### src/rtl/hbrf_pkg.sv
// Shared constants, types and the exponential table builder for the histogram range fusion block.
package hbrf_pkg;

    localparam int BIN_COUNT   = 131;
    localparam int EXP_ENTRIES = 1024;
    localparam int WEIGHT_BITS = 24;

    localparam int ECHO_W  = 15;
    localparam int DIST_W  = 11;
    localparam int SIGMA_W = 16;
    localparam int EST_W   = 11;

    localparam int DIST_LOW   = 200;
    localparam int DIST_HIGH  = 1500;
    localparam int BIN_PITCH  = 10;
    localparam int EST_MAX    = 2047;
    localparam int ECHO_SCALE = 1715;
    localparam int ECHO_ROUND = 500;
    localparam int ECHO_DIV   = 1000;
    localparam int DEN_SCALE  = 625;
    localparam int EXP_NUM_SHIFT = 21;

    // Division by ECHO_DIV as a multiplication by ceil(2^36 / 1000) and a shift by 36. The
    // result is exact for every numerator below 2^36 / 264, far above the largest echo product.
    localparam int DIST_RECIP       = 68719477;
    localparam int DIST_RECIP_SHIFT = 36;

    localparam int BIN_IDX_W = $clog2(BIN_COUNT);
    localparam int X_MAX     = DIST_LOW + BIN_PITCH * (BIN_COUNT - 1);
    localparam int X_W       = ($clog2(X_MAX + 1) > DIST_W) ? $clog2(X_MAX + 1) : DIST_W;
    localparam int DDSQ_W    = 2 * X_W;
    localparam int SQ_W      = 2 * SIGMA_W;
    localparam int DEN_W     = SQ_W + 10;

    localparam int EXP_CAP_W  = $clog2(EXP_ENTRIES + 1);
    localparam int EXP_SUM_W  = EXP_CAP_W + 1;
    localparam int EXP_ADDR_W = $clog2(EXP_ENTRIES);
    localparam int EXP_VAL_W  = 31;

    localparam int WEIGHT_W = WEIGHT_BITS + 1;
    localparam int TOTAL_W  = WEIGHT_W + BIN_IDX_W;
    localparam int SUM_W    = X_W + WEIGHT_BITS + BIN_IDX_W + 1;

    localparam int DIST_QBITS = 16;
    localparam int QUO_W      = (WEIGHT_W > DIST_QBITS) ? WEIGHT_W : DIST_QBITS;
    localparam int DIV_CNT_W  = $clog2(QUO_W + 1);
    localparam int EXP_NUM_W  = DDSQ_W + EXP_CAP_W + EXP_NUM_SHIFT + 1;
    localparam int NORM_DIV_W = TOTAL_W + WEIGHT_BITS + 1;
    localparam int DIV_W      = (EXP_NUM_W > NORM_DIV_W) ? EXP_NUM_W : NORM_DIV_W;

    localparam int UNIFORM_W = (1 << WEIGHT_BITS) / BIN_COUNT;
    localparam int W_MAX     = (1 << WEIGHT_BITS) - 1;

    localparam logic [SIGMA_W-1:0] SIGMA_START_RST = 16'd13107;
    localparam logic [SIGMA_W-1:0] SIGMA_FLOOR_RST = 16'd6554;
    localparam logic [SIGMA_W-1:0] SIGMA_CEIL_RST  = 16'd32768;
    localparam logic [SIGMA_W-1:0] WIDEN_RST       = 16'd36045;
    localparam logic [SIGMA_W-1:0] NARROW_RST      = 16'd29491;

    localparam logic [2:0] CFG_SIGMA_START = 3'd0;
    localparam logic [2:0] CFG_SIGMA_FLOOR = 3'd1;
    localparam logic [2:0] CFG_SIGMA_CEIL  = 3'd2;
    localparam logic [2:0] CFG_WIDEN       = 3'd3;
    localparam logic [2:0] CFG_NARROW      = 3'd4;

    typedef enum logic [4:0] {
        ST_IDLE, ST_DIST_GO, ST_DIST_WAIT, ST_SIG_MUL, ST_SIG_SET, ST_SQ, ST_DEN,
        ST_B_DD, ST_B_NUM, ST_B_GO, ST_B_WAIT, ST_B_ROM, ST_B_MUL, ST_B_WR, ST_TOT,
        ST_N_RD, ST_N_GO, ST_N_WAIT, ST_E_RD, ST_E_ACC, ST_EST, ST_OUT
    } hbrf_state_t;

    typedef struct packed {
        logic                 start;
        logic [DIV_CNT_W-1:0] qbits;
    } div_ctl_t;

    typedef logic [EXP_VAL_W-1:0] exp_rom_t [EXP_ENTRIES];

    // exp(-f) for f in Q0.30, Taylor series truncated after the term of order 24.
    function automatic logic [63:0] exp_neg_frac(input logic [63:0] f);
        longint      sum_v;
        logic [63:0] term;
        sum_v = longint'(64'd1 << 30);
        term  = 64'd1 << 30;
        for (int k = 1; k <= 24; k++) begin
            term = ((term * f) >> 30) / 64'(k);
            if ((k % 2) == 1) begin
                sum_v = sum_v - longint'(term);
            end else begin
                sum_v = sum_v + longint'(term);
            end
        end
        return (sum_v < 0) ? 64'd0 : 64'(sum_v);
    endfunction

    // Entry k holds exp(-16k/EXP_ENTRIES) in Q0.30.
    function automatic exp_rom_t build_exp_rom();
        exp_rom_t    rom;
        logic [63:0] e1;
        logic [63:0] t;
        logic [63:0] n;
        logic [63:0] v;
        e1 = exp_neg_frac(64'd1 << 30);
        for (int k = 0; k < EXP_ENTRIES; k++) begin
            t = (64'(k) << 34) / EXP_ENTRIES;
            n = t >> 30;
            v = exp_neg_frac(t & ((64'd1 << 30) - 64'd1));
            for (int j = 0; j < 16; j++) begin
                if (64'(j) < n) begin
                    v = (v * e1 + (64'd1 << 29)) >> 30;
                end
            end
            rom[k] = v[EXP_VAL_W-1:0];
        end
        return rom;
    endfunction

endpackage

### src/rtl/hbrf_div.sv
// Restoring divider that produces one quotient bit per cycle.
module hbrf_div
    import hbrf_pkg::*;
(
    input  logic             aclk,
    input  logic             aresetn,
    input  div_ctl_t         ctl,
    input  logic [DIV_W-1:0] num,
    input  logic [DIV_W-1:0] den,
    output logic             done,
    output logic [QUO_W-1:0] quo
);

    logic [DIV_W-1:0]     rem_reg;
    logic [DIV_W-1:0]     dsh_reg;
    logic [QUO_W-1:0]     quo_reg;
    logic [DIV_CNT_W-1:0] cnt_reg;
    logic                 done_reg;
    logic                 fits;

    assign fits = (rem_reg >= dsh_reg);

    always_ff @(posedge aclk) begin
        if (!aresetn) begin
            cnt_reg  <= '0;
            done_reg <= 1'b0;
        end else begin
            done_reg <= 1'b0;
            if (ctl.start) begin
                cnt_reg <= ctl.qbits;
            end else if (cnt_reg != '0) begin
                cnt_reg <= cnt_reg - DIV_CNT_W'(1);
                if (cnt_reg == DIV_CNT_W'(1)) begin
                    done_reg <= 1'b1;
                end
            end
        end
    end

    always_ff @(posedge aclk) begin
        if (ctl.start) begin
            rem_reg <= num;
            dsh_reg <= den << (ctl.qbits - DIV_CNT_W'(1));
            quo_reg <= '0;
        end else if (cnt_reg != '0) begin
            if (fits) begin
                rem_reg <= rem_reg - dsh_reg;
            end
            quo_reg <= {quo_reg[QUO_W-2:0], fits};
            dsh_reg <= dsh_reg >> 1;
        end
    end

    assign done = done_reg;
    assign quo  = quo_reg;

endmodule
### config.mk
export PLATFORM = sky130hd
export DESIGN_NAME = hbrf_div
export DESIGN_NICKNAME = d
export VERILOG_FILES = /design/src/rtl/hbrf_pkg.sv /design/src/rtl/hbrf_div.sv
export SDC_FILE = /design/constraint.sdc
export NUM_CORES = 1
export LEC_CHECK = 0
export BUFFER_PORTS_ARGS = -buffer_cell sky130_fd_sc_hd__buf_2
export CORE_MARGIN = 1
export CORE_UTILIZATION = 40
export CTS_BUF_LIST = sky130_fd_sc_hd__clkbuf_8
export CTS_CLUSTER_SIZE = 24
export DETAILED_ROUTE_END_ITERATION = 10
export GPL_ROUTABILITY_DRIVEN = 0
export GPL_TIMING_DRIVEN = 0
export PLACE_DENSITY = 0.65
export SYNTH_ARGS = -nofsm -noshare
export SYNTH_HDL_FRONTEND = slang
export SYNTH_SLANG_ARGS = --single-unit
### constraint.sdc
create_clock -name aclk -period 7.6 [get_ports aclk]
set_input_delay 0.76 -clock aclk [delete_from_list [all_inputs] [get_ports aclk]]
set_output_delay 0.76 -clock aclk [all_outputs]
set_load 0.1 [all_outputs]
==> results.py <==
metrics = {
    "run_status": {
        "outcome": "finished, final reports clean",
    },
    "clocking": {
        "insertion_delay_ns": 0.48,
        "ctsHoldBuffers": 0,
        "post_cts_buffers": 0,
        "cts_tree": "yes",
        "post_cts_resize_count": 0,
        "cts_inserted_buffers": 17,
        "clk_pin_slew_ns": 0.09,
        "cts_htree_levels": 4,
        "cts_root_buf": "clkbuf_8",
        "cts.sinks": 147,
        "clockBufferDepth": 2,
    },
    "floorplanning": {
        "ioPinCount": 150,
        "start_util_pct": 41.1,
        "fp.coreArea_um2": 30900,
        "placementRows": 64,
        "fp.dieH_um": 180,
        "die_area_um2": 32400,
        "die_w_um": 180,
    },
    "placement": {
        "hpwlAfterDp_um": 32200,
        "placed_cell_area_um2": 14000,
        "port_buffers": 147,
    },
    "global_route": {
        "grt_max_degree": 35,
        "overflow": 0,
        "grt_pass1_vias": 11600,
        "grt_use_total_pct": 24.4,
        "antenna_found_initial": 0,
        "grt_pass1_wl_um": 63000,
    },
    "detailed_routing": {
        "avgRoutedWirePerCell_um": 18.9,
        "ant_nets": 0,
        "drt-initial-drc-count": 1339,
        "drt-pass1-iter-count": 6,
        "num_vias": 12500,
        "wl_um": 40000,
        "vias_per_cell": 5.89,
        "drc": 0,
    },
    "synthesis": {
        "yosysSeqAreaShare_pct": 32.3,
        "async_reset_ff_share_pct": 0,
        "synth.cell_area_um2": 12700,
        "synth_compound_area_share_pct": 21.3,
        "muxShareOfSynthArea_pct": 11.1,
        "synthesis.nets": 1722,
        "synth_seq_cells": 147,
        "syn_inst": 1535,
        "synth_flop_cell": "edfxtp_1",
        "syn_avg_cell_area_um2": 8.27,
        "synth_top_family_by_area": "compound AO/OA/AOI/OAI gates",
        "synth.distinct_cells": 73,
        "synthXorXnorAreaFrac_pct": 4.14,
        "synthAdderAreaFrac_pct": 6.27,
        "synth-edff-count": 116,
        "synth-simple-area-share_pct": 18.5,
        "ys_warn_count": 0,
    },
    "setup_path": {
        "cp_max_fo": 9,
        "critPathKind": "flip-flop to flip-flop",
        "startpoint_type": "flip-flop",
        "crit_required_ns": 7.79,
        "crit_chain": "inv_1, ha_1, fa_1, nand2b_1, a21oi_1, o21ai_1, o31ai_1, nand3_1, a21oi_1, a21oi_2, o211ai_1, buf_4, buf_4, buf_6",
        "critPathArrivalTime_ns": 4.68,
        "cp-end-kind": "flip-flop",
        "r2r_slack_ns": 3.11,
        "slowest_delay_ns": 0.52,
        "worst_path_max_delay_cell": "o211ai_1",
        "crit_buf_inv": 4,
        "path_delay_family": "compound AO/OA/AOI/OAI gates",
    },
    "final_layout": {
        "nets": 1896,
        "final_cell_area_um2": 14400,
        "area_growth_pct": 13.4,
        "drive_above_1_share_pct": 16.7,
        "antenna_cells": 0,
    },
    "power_and_ir_drop": {
        "p_clk_share_pct": 12.2,
        "switching_share_pct": 47.5,
        "leakage_uw": 0.00604,
        "p_seq_share_pct": 25.4,
        "ir_drop_mv": 0.140,
        "netSwitchingPower_uw": 2510,
        "internal-power_uw": 2770,
        "p_comb_share_pct": 62.4,
        "p_per_area_nw_per_um2": 366,
    },
    "sta": {
        "rsz0062_at_grt": "false",
        "drv_slew": 0,
        "post-route-min-period_ns": 4.49,
        "worstMarginPinSlew_ns": 1.12,
        "setup_viol": 0,
        "fin_worst_skew_ns": 0.0174,
        "fin_tns_setup_ns": 0,
        "max_freq_ghz": 0.223,
        "period_share_pct": 59.1,
        "relSlewSlack_pct": 25.4,
        "hold_viol": 0,
    },
    "worst_hold_path": {
        "hp-class": "flip-flop to flip-flop",
    },
    "run": {
        "drv_cap": 0,
    },
}
==> per-stage QoR <==
stage	util [%]	setup slack (ns)	std cells	hold WS, ns	power, µW
after floorplan	-	2.09	1535	0.550	3760
after detailed placement	45.3	2.78	2086	0.451	4570
after global routing	46.6	2.79	2118	0.491	5680
final	46.6	3.11	2118	0.459	5270
after global placement	45.0	-0.388	2078	0.450	4510
after CTS	46.6	3.07	2118	0.463	5230
==> tightest hold or removal path: cells and delay by family, from the launching register on <==
kind               cells  cell delay [ns]
and+or+nand+nor        1             0.05
AOI/OAI and AO/OA      1             0.05
DFF                    1             0.32
==> synth_stat cells, types with 4 or more instances <==
cell	number	area, µm²
a211oi_1	35	263
a21o_1	29	218
a21oi_1	174	871
a311oi_1	6	52.6
a31oi_1	6	37.5
and2_1	7	43.8
and3_1	9	56.3
buf_1	15	56.3
buf_2	17	85.1
buf_4	5	37.5
buf_6	5	56.3
clkbuf_1	58	218
dfxtp_1	31	621
edfxtp_1	116	3480
ha_1	62	776
inv_1	76	285
mux2_2	6	67.6
mux2i_1	44	440
mux4_2	40	901
nand2_1	287	1080
nand2b_1	10	62.6
nand3_1	33	165
nand4_1	23	144
nor2_1	106	398
nor2b_1	13	81.3
nor3_1	23	115
nor4_1	4	25.0
o211ai_1	10	75.1
o21a_1	9	67.6
o21ai_0	124	621
o21ai_1	5	25.0
o21bai_1	5	37.5
o22ai_1	19	119
o31ai_1	8	60.1
or3_1	5	31.3
xnor2_1	32	280
xor2_1	28	245
==> power groups by stage <==
stage               Sequential, µW  Clock (µW)  Combinational [µW]
finish                        1340         642                3290
global route                  1360         682                3640
CTS                           1340         650                3240
detailed placement            1350           0                3230
global placement              1370           0                3140
floorplan                     1350           0                2410
==> worst paths after layout <==
kind | start | end | cells past startpoint
hold reg to reg | quo[24]$_SDFFE_PP0P_ | quo[24]$_SDFFE_PP0P_ | 2
setup reg to reg | rem_reg[0]$_DFFE_PP_ | rem_reg[8]$_DFFE_PP_ | 14
hold / removal | quo[24]$_SDFFE_PP0P_ | quo[24]$_SDFFE_PP0P_ | 2
setup / recovery | rem_reg[0]$_DFFE_PP_ | rem_reg[8]$_DFFE_PP_ | 14
==> logic make-up after synthesis <==
family | count (synthesis)
compound gates | 454
xor+xnor | 60
fa+ha+maj | 63
buf+inv | 183
flops | 147
mux | 90
simple gates | 538
==> area by class of cell <==
| class | instances | area [µm²] |
|---|---|---|
| buffer | 106 | 515 |
| clock buffer | 18 | 248 |
| clock inverter | 14 | 148 |
| fill | 3015 | 16500 |
| inverter | 77 | 289 |
| multi-input combinational | 1205 | 7780 |
| sequential | 147 | 4100 |
| tap | 396 | 495 |
| timing repair buffer | 155 | 812 |
==> cells in the final DEF, fill, tap and decap left out, drive strengths merged, types with 8 or more instances in the layout <==
cell,count
and2,9
clkbuf,79
edfxtp,116
o22ai,19
nand2,287
xor2,28
xnor2,32
a311oi,8
and3,11
nor2,106
o21a,9
a21oi,175
nand4,23
o31ai,8
mux2i,44
nor3,25
inv,84
buf,197
nor2b,13
dfxtp,31
o21ai,130
nand2b,10
o211ai,11
nand3,33
a211oi,35
a21o,31
ha,62
mux4,40
==> layer usage <==
metal	track usage, %	wire (µm)	vias up
li1	-	-	5919
met1	34.4	17800	5869
met2	39.3	18000	627
met3	2.81	3190	69
met4	7.52	976	0
met5	0	0	-
Power figures use the tool's default switching activity.
